### config.mk
export PLATFORM = sky130hd
export DESIGN_NAME = http_date_to_seconds_core
export DESIGN_NICKNAME = d
export VERILOG_FILES = /design/src/design/hdts_pkg.sv /design/src/design/http_date_to_seconds_core.sv /design/src/design/hdts_decode.sv
export SDC_FILE = /design/constraint.sdc
export NUM_CORES = 2
export LEC_CHECK = 0
export BUFFER_PORTS_ARGS = -buffer_cell sky130_fd_sc_hd__buf_2
export CAP_MARGIN = 30
export CORE_MARGIN = 10
export CORE_UTILIZATION = 70
export DETAILED_ROUTE_END_ITERATION = 10
export GPL_TIMING_DRIVEN = 0
export PLACE_DENSITY = 0.87
export RECOVER_POWER = 50
export SLEW_MARGIN = 20
export SYNTH_ARGS = -nofsm -noshare
export SYNTH_HDL_FRONTEND = slang
export SYNTH_SLANG_ARGS = --single-unit
### constraint.sdc
create_clock -name clk -period 29.4 [get_ports clk]
set_clock_uncertainty 0.1 [all_clocks]
set_input_delay 5.88 -clock clk [delete_from_list [all_inputs] [get_ports clk]]
set_output_delay 5.88 -clock clk [all_outputs]
set_load 0.01 [all_outputs]
### src/design/hdts_pkg.sv
// ----------------------------------------------------------------------------
// hdts_pkg: shared types, constants and helpers of the date header parser
// Beat types of both channels, slot layout of the captured bytes, month
// names and the atoi-style field decode.
// ----------------------------------------------------------------------------
package hdts_pkg;

	// beat types
	typedef struct packed {
		logic [7:0] character;
		logic       last;
	} in_beat_t;

	typedef struct packed {
		logic signed [39:0] seconds;
		logic               month_unmatched;
	} out_beat_t;

	// captured bytes, indexed by slot
	localparam int SLOT_COUNT = 15;
	typedef logic [SLOT_COUNT-1:0][7:0] slot_bytes_t;
	typedef logic [3:0] slot_t;
	localparam slot_t NO_SLOT = 4'd15;

	// decoded fields of one date string
	typedef struct packed {
		logic signed [7:0]  day;
		logic signed [14:0] year;
		logic signed [7:0]  hour;
		logic signed [7:0]  minute;
		logic signed [7:0]  second;
		logic [3:0]         month;
		logic               unmatched;
	} fields_t;

	// characters
	localparam logic [7:0] CH_SPACE = 8'h20;
	localparam logic [7:0] CH_TAB   = 8'h09;
	localparam logic [7:0] CH_CR    = 8'h0D;
	localparam logic [7:0] CH_PLUS  = 8'h2B;
	localparam logic [7:0] CH_MINUS = 8'h2D;
	localparam logic [7:0] CH_0     = 8'h30;
	localparam logic [7:0] CH_9     = 8'h39;

	// time constants
	localparam logic signed [39:0] YEAR_SECONDS  = 40'sd31556926;
	localparam logic signed [39:0] MONTH_SECONDS = 40'sd2629743;
	localparam logic signed [39:0] DAY_SECONDS   = 40'sd86400;
	localparam logic signed [39:0] HOUR_SECONDS  = 40'sd3600;
	localparam logic signed [39:0] MIN_SECONDS   = 40'sd60;
	localparam logic signed [15:0] EPOCH_YEAR    = 16'sd1970;

	localparam logic [3:0] MONTH_COUNT = 4'd12;
	localparam logic [11:0][23:0] MONTH_NAMES = {
		"Dec", "Nov", "Oct", "Sep", "Aug", "Jul",
		"Jun", "May", "Apr", "Mar", "Feb", "Jan"
	};

	// slot of each byte position, NO_SLOT where the byte is dropped
	function automatic slot_t slot_of_pos(input logic [4:0] pos);
		slot_t s;
		case (pos)
			5'd5:  s = 4'd0;
			5'd6:  s = 4'd1;
			5'd8:  s = 4'd2;
			5'd9:  s = 4'd3;
			5'd10: s = 4'd4;
			5'd12: s = 4'd5;
			5'd13: s = 4'd6;
			5'd14: s = 4'd7;
			5'd15: s = 4'd8;
			5'd17: s = 4'd9;
			5'd18: s = 4'd10;
			5'd20: s = 4'd11;
			5'd21: s = 4'd12;
			5'd23: s = 4'd13;
			5'd24: s = 4'd14;
			default: s = NO_SLOT;
		endcase
		return s;
	endfunction

	function automatic logic is_blank(input logic [7:0] c);
		return (c == CH_SPACE) || (c >= CH_TAB && c <= CH_CR);
	endfunction

	// atoi over the first n bytes of b (b[0] first), n up to 4
	function automatic logic signed [15:0] atoi_field(input logic [3:0][7:0] b,
			input logic [2:0] n);
		logic        skip;
		logic        done;
		logic        neg;
		logic [15:0] val;
		logic [7:0]  c;
		skip = 1'b1;
		done = 1'b0;
		neg  = 1'b0;
		val  = '0;
		for (int i = 0; i < 4; i++) begin
			c = b[i];
			if (3'(i) < n && !done) begin
				if (skip && is_blank(c)) begin
					skip = 1'b1;
				end else if (skip && (c == CH_PLUS || c == CH_MINUS)) begin
					neg  = (c == CH_MINUS);
					skip = 1'b0;
				end else begin
					skip = 1'b0;
					if (c >= CH_0 && c <= CH_9) begin
						val = 16'(val * 16'd10) + {8'd0, 8'(c - CH_0)};
					end else begin
						done = 1'b1;
					end
				end
			end
		end
		return neg ? $signed(16'(-val)) : $signed(val);
	endfunction

endpackage

### src/design/http_date_to_seconds_core.sv
// ----------------------------------------------------------------------------
// http_date_to_seconds_core: streaming date header to epoch seconds
// Bytes of a string such as "Mon, 01 Jan 1970 00:00:00 GMT" come in one
// beat each; the last beat yields the approximate seconds since 1970.
// ----------------------------------------------------------------------------
// Usage:
//  - item channel: one byte per beat, item.last marks the final byte.
//    Bytes at the day, month, year and time positions are kept; the rest
//    are dropped. Every beat that is not last produces nothing.
//  - result channel: one beat per string, seconds (40-bit two's complement)
//    and month_unmatched (month name matched none, counted as 12).
//  - throughput: one byte per cycle while item_ready is high, also across
//    string boundaries; a new string may start the cycle after a last byte.
//  - pipeline: the decode register loads on the edge that takes the last
//    byte, then the product register, then the sum in the output register.
//  - stall: when result_ready is low the three stages fill up; item_ready
//    falls only when the decode stage holds a string that cannot move on.
//  - reset: position counter and kept bytes clear, all stages empty; the
//    counter and kept bytes also clear after every last byte.
// ----------------------------------------------------------------------------
module http_date_to_seconds_core (
	input  logic                 clk,
	input  logic                 arst_n,
	input  logic                 item_valid,
	output logic                 item_ready,
	input  hdts_pkg::in_beat_t   item,
	output logic                 result_valid,
	input  logic                 result_ready,
	output hdts_pkg::out_beat_t  result
);

	logic [4:0]            pos_q;
	hdts_pkg::slot_bytes_t captured_q;
	hdts_pkg::slot_bytes_t snap_w;
	hdts_pkg::slot_t       slot_w;
	hdts_pkg::fields_t     fields_w;
	logic                  item_acc;

	logic                  v_s1;
	hdts_pkg::fields_t     fields_s1;
	logic                  v_s2;
	logic signed [39:0]    yr_term_s2;
	logic signed [39:0]    mon_term_s2;
	logic signed [39:0]    day_term_s2;
	logic signed [39:0]    hr_term_s2;
	logic signed [39:0]    min_term_s2;
	logic signed [39:0]    sec_term_s2;
	logic                  unmatched_s2;
	logic                  out_v_q;
	hdts_pkg::out_beat_t   out_q;

	logic                  out_free;
	logic                  s2_free;
	logic                  s1_free;
	logic signed [15:0]    year_off;

	// stage flow control
	assign out_free   = !out_v_q || result_ready;
	assign s2_free    = !v_s2 || out_free;
	assign s1_free    = !v_s1 || s2_free;
	assign item_ready = s1_free;
	assign item_acc   = item_valid && item_ready;

	// byte capture, current byte merged for the decode
	assign slot_w = hdts_pkg::slot_of_pos(pos_q);

	always_comb begin
		snap_w = captured_q;
		if (slot_w != hdts_pkg::NO_SLOT) begin
			snap_w[slot_w] = item.character;
		end
	end

	always_ff @(posedge clk or negedge arst_n) begin
		if (!arst_n) begin
			pos_q      <= '0;
			captured_q <= '0;
		end else if (item_acc) begin
			if (item.last) begin
				pos_q      <= '0;
				captured_q <= '0;
			end else begin
				captured_q <= snap_w;
				if (pos_q != 5'd31) begin
					pos_q <= pos_q + 5'd1;
				end
			end
		end
	end

	hdts_decode u_decode (
		.bytes  (snap_w),
		.fields (fields_w)
	);

	// stage 1: decoded fields
	always_ff @(posedge clk or negedge arst_n) begin
		if (!arst_n) begin
			v_s1 <= 1'b0;
		end else if (s1_free) begin
			v_s1 <= item_acc && item.last;
		end
	end

	always_ff @(posedge clk) begin
		if (s1_free && item_acc && item.last) begin
			fields_s1 <= fields_w;
		end
	end

	// stage 2: constant products
	assign year_off = {fields_s1.year[14], fields_s1.year} - hdts_pkg::EPOCH_YEAR;

	always_ff @(posedge clk or negedge arst_n) begin
		if (!arst_n) begin
			v_s2 <= 1'b0;
		end else if (s2_free) begin
			v_s2 <= v_s1;
		end
	end

	always_ff @(posedge clk) begin
		if (s2_free && v_s1) begin
			yr_term_s2  <= 40'({{24{year_off[15]}}, year_off} * hdts_pkg::YEAR_SECONDS);
			mon_term_s2 <= 40'($signed({36'd0, fields_s1.month}) * hdts_pkg::MONTH_SECONDS);
			day_term_s2 <= 40'({{32{fields_s1.day[7]}}, fields_s1.day}
				* hdts_pkg::DAY_SECONDS);
			hr_term_s2  <= 40'({{32{fields_s1.hour[7]}}, fields_s1.hour}
				* hdts_pkg::HOUR_SECONDS);
			min_term_s2 <= 40'({{32{fields_s1.minute[7]}}, fields_s1.minute}
				* hdts_pkg::MIN_SECONDS);
			sec_term_s2 <= {{32{fields_s1.second[7]}}, fields_s1.second};
			unmatched_s2 <= fields_s1.unmatched;
		end
	end

	// output register: sum of terms, less one day
	always_ff @(posedge clk or negedge arst_n) begin
		if (!arst_n) begin
			out_v_q <= 1'b0;
		end else if (out_free) begin
			out_v_q <= v_s2;
		end
	end

	always_ff @(posedge clk) begin
		if (out_free && v_s2) begin
			out_q.seconds <= yr_term_s2 + mon_term_s2 + day_term_s2 + hr_term_s2
				+ min_term_s2 + sec_term_s2 - hdts_pkg::DAY_SECONDS;
			out_q.month_unmatched <= unmatched_s2;
		end
	end

	assign result_valid = out_v_q;
	assign result       = out_q;

	// checks
	a_pos_clear: assert property (@(posedge clk) disable iff (!arst_n)
		item_acc && item.last |=> pos_q == 5'd0)
		else $error("position not cleared after last byte");

	a_pos_step: assert property (@(posedge clk) disable iff (!arst_n)
		item_acc && !item.last && pos_q != 5'd31 |=> pos_q == $past(pos_q) + 5'd1)
		else $error("position did not advance");

	a_ready_empty: assert property (@(posedge clk) disable iff (!arst_n)
		!v_s1 |-> item_ready)
		else $error("input stalled with empty decode stage");

	a_stall_hold: assert property (@(posedge clk) disable iff (!arst_n)
		v_s2 && !out_free |=> v_s2 && $stable(yr_term_s2))
		else $error("product stage lost data under stall");

endmodule

### src/design/hdts_decode.sv
// ----------------------------------------------------------------------------
// hdts_decode: field decode of one captured date string
// Turns the fifteen kept bytes into day, year, hour, minute, second and
// month index, atoi style for the numbers and exact match for the month.
// ----------------------------------------------------------------------------
module hdts_decode (
	input  hdts_pkg::slot_bytes_t bytes,
	output hdts_pkg::fields_t     fields
);

	logic signed [15:0] day_w;
	logic signed [15:0] year_w;
	logic signed [15:0] hour_w;
	logic signed [15:0] min_w;
	logic signed [15:0] sec_w;
	logic [3:0]         month_w;
	logic [23:0]        name_w;

	// numeric fields
	assign day_w  = hdts_pkg::atoi_field({16'h0, bytes[1], bytes[0]}, 3'd2);
	assign year_w = hdts_pkg::atoi_field({bytes[8], bytes[7], bytes[6], bytes[5]}, 3'd4);
	assign hour_w = hdts_pkg::atoi_field({16'h0, bytes[10], bytes[9]}, 3'd2);
	assign min_w  = hdts_pkg::atoi_field({16'h0, bytes[12], bytes[11]}, 3'd2);
	assign sec_w  = hdts_pkg::atoi_field({16'h0, bytes[14], bytes[13]}, 3'd2);

	// month match, first name in calendar order wins
	assign name_w = {bytes[2], bytes[3], bytes[4]};

	always_comb begin
		month_w = hdts_pkg::MONTH_COUNT;
		for (int m = 11; m >= 0; m--) begin
			if (name_w == hdts_pkg::MONTH_NAMES[m]) begin
				month_w = 4'(m);
			end
		end
	end

	// pack results
	always_comb begin
		fields.day       = day_w[7:0];
		fields.year      = year_w[14:0];
		fields.hour      = hour_w[7:0];
		fields.minute    = min_w[7:0];
		fields.second    = sec_w[7:0];
		fields.month     = month_w;
		fields.unmatched = (month_w == hdts_pkg::MONTH_COUNT);
	end

endmodule

==> reports/summary.txt <==
Post-synthesis async set-or-reset flop share -> 0.347
Final Hold Viols -> 0
Antenna-violating nets left -> 0
Antenna cells -> 0
Worst Slack Setup Final -> 13150 ps
Gate Count Post-Synth -> 4110
Hold-fix buffers, CTS -> 0
1st-iter DRT viols -> 3089
Slew HR -> -2.76
RSZ-0062 raised after global routing -> no
Resized Gates After CTS -> 0
Yosys top cell by area -> edfxtp_1
GRT met1 Usage -> 0.367
Hold Crit Class -> reg2reg
Worst skew pair latency -> 600 ps
Routed WL -> 109 mm
Violated checks -> max-capacitance violations, max-slew violations
Setup CP Type -> in2reg
Netlist cell types -> 122
LEAKAGE -> 20.6 nW
CORE AREA -> 0.0579 mm^2
Worst slack, placed -> 12800 ps
Critical path arrival -> 16480 ps
GRT busiest layer -> met2
Crit start category -> input port
Worst-margin pin slew -> 5640 ps
# DRC -> 0
Total number of vias -> 32350
Net Switching -> 2.48 mW
Clock Sinks -> 369
Filler cell count -> 3678
Starting density of the core -> 0.709
Setup crit end kind -> flip-flop
Setup TNS -> 0 ps
Critical Path RT -> 29630 ps
Max clock buf depth -> 3
Status -> finished with violations
CP max stage delay -> 810 ps
Commonest non-fill, non-tap cells in the layout -> 577 x inv_1, 556 x ha_1, 338 x fa_1
Die Width -> 262 um
I/O Buffers -> 52
CTS buffer count -> 42
R2r setup slk -> 17610 ps
Placed insts -> 4944
Clk pin slew, worst setup/hold paths -> 60 ps
Root Buffer -> clkbuf_16
H-tree depth -> 2
Comb pwr share -> 0.722
Drt pass-1 iters -> 9
TritonCTS clock tree -> done
All-Layer GR Usage -> 0.309
Post-layout net count -> 5133
Share of layout cells above drive strength 1 -> 0.0681
Global route overflow -> 0
Sequential-to-total area share from yosys stat -> 0.254
Total Die Area -> 0.0687 mm^2
Largest net degree at the start of global routing -> 100
Critical-path maximum fanout -> 10
Core Rows -> 88
P&R area growth vs syn -> 7.20%
Most area-consuming cells after synthesis -> edfxtp_1 18%, ha_1 17%, fa_1 16%
Initial antenna violation count -> 2
CP max-delay cell -> clkbuf_1
Synth Flop Type -> edfxtp_1
Top-Level Pins -> 56
Met3 Use GR -> 0.0513
Period utilization -> 0.553
Chip height -> 262 um
GP Congestion -> 0.971
Maxcap violations -> 5
Synth warn -> 0
Via count of the first global-routing pass -> 33511
Via/cell ratio -> 6.44
Post-synthesis register bit count -> 369
Internal power -> 2.84 mW
Seq pwr share -> 0.170
Post-CTS setup buffer count -> 0
VDD IR max -> 0.285 mV
Clk pwr share -> 0.108
Average size of a mapped cell -> 9.99 um^2
Setup violators final -> 0
First-pass GRT wire length -> 174 mm
Most common cell after layout, fill and taps aside -> inv_1
M2 GR Usage -> 0.531
Wire per inst -> 21.7 um
Sw frac -> 0.466
Post-DP HPWL -> 81.6 mm
Share of the synthesized area in the top cell type -> 0.176
F_max -> 61.6 MHz
PD cells -> 121 mW/mm^2
Fin. max-slew vios -> 251
Synth Cell Area -> 0.0411 mm^2
Crit-path most repeated cell -> ha_1
Final min period -> 16250 ps
Layout Cells excl Fill -> 5024
EDFF count, synth -> 241
-- cell families after synthesis --
family	share of synthesized area
xor gates and xnor gates	0.0644
AOI/OAI and AO/OA	0.147
other	0.0000913
muxes	0.0327
DFF	0.254
adders and majority gates	0.334
and+or+nand+nor	0.103
buffers and inverters	0.0638
-- cell type report --
type | instances | area [um^2] | area share
tap | 765 | 957 | 0.0217
clock buffer | 58 | 1180 | 0.0268
clock inverter | 19 | 297 | 0.00674
buffer | 101 | 442 | 0.0100
multi-input combinational | 3061 | 28000 | 0.637
timing repair buffer | 70 | 484 | 0.0110
inverter | 581 | 2180 | 0.0495
sequential | 369 | 10400 | 0.237
-- cells in the mapped netlist, types with 26 or more instances --
cell type  number
xnor2_1       218
o21bai_1       49
a21oi_1       219
o21a_1         33
and2_1         37
a22o_1         33
edfxtp_1      241
inv_1         577
a21o_1         68
clkbuf_1       65
nand3_1        71
xor2_1         84
ha_1          556
dfrtp_1       128
mux2_2         39
nor2_1        217
mux2i_1        85
nor2b_1        32
a31oi_1        26
fa_1          338
o21ai_0       195
nor3_1         60
nand2_1       236
-- critical path, delay by kind of cell --
family          cells  cell delay [ps]
xor+xnor            6             1060
fa+ha+maj           9             2610
compound gates      7             2250
buf+inv             7             2140
simple gates        9             1530
mux                 3              990
-- power groups by stage --
| stage | Combinational, mW | Sequential (mW) | Clock, mW |
|---|---|---|---|
| 2_1_floorplan | 2.83 | 0.918 | 0 |
| 4_1_cts | 3.81 | 0.902 | 0.571 |
| 3_5_place_dp | 3.71 | 0.910 | 0 |
| 5_1_grt | 4.26 | 0.908 | 0.591 |
| 6_report | 3.85 | 0.903 | 0.575 |
| 3_3_place_gp | 3.49 | 0.912 | 0 |
-- worst paths after layout --
kind | cells past startpoint | from | endpoint
max | 41 | item[6] | fields_s1[43]
max reg2reg | 47 | pos_q[0] | fields_s1[43]
min in group asynchronous | 1 | arst_n | captured_q[117]
min reg2reg | 0 | fields_s1[10] | sec_term_s2[5]
max in group asynchronous | 2 | arst_n | captured_q[23]
min | 0 | fields_s1[10] | sec_term_s2[5]
-- registers in the layout (all words and copies together), names as in the netlist, 5 cells and up --
name	count
pos_q	5
yr_term_s2	39
result	41
mon_term_s2	20
sec_term_s2	8
captured_q	120
hr_term_s2	33
fields_s1	52
min_term_s2	14
day_term_s2	33
-- routing by layer --
metal,part of all wire,up-vias
met5,0.00012,-
met1,0.38,15784
met2,0.49,1574
li1,-,14541
met3,0.075,449
met4,0.058,2
-- metrics by stage --
step                utilization  total power, mW  hold WS, ps  cell area [um^2]
global placement          0.730             4.40          300             42300
global route              0.760             5.76          316             44000
floorplan                     -             3.75          300             41100
finish                    0.760             5.33          309             44000
CTS                       0.762             5.28          299             44100
detailed placement        0.736             4.62          309             42600
(Power assumes the default switching activity.)
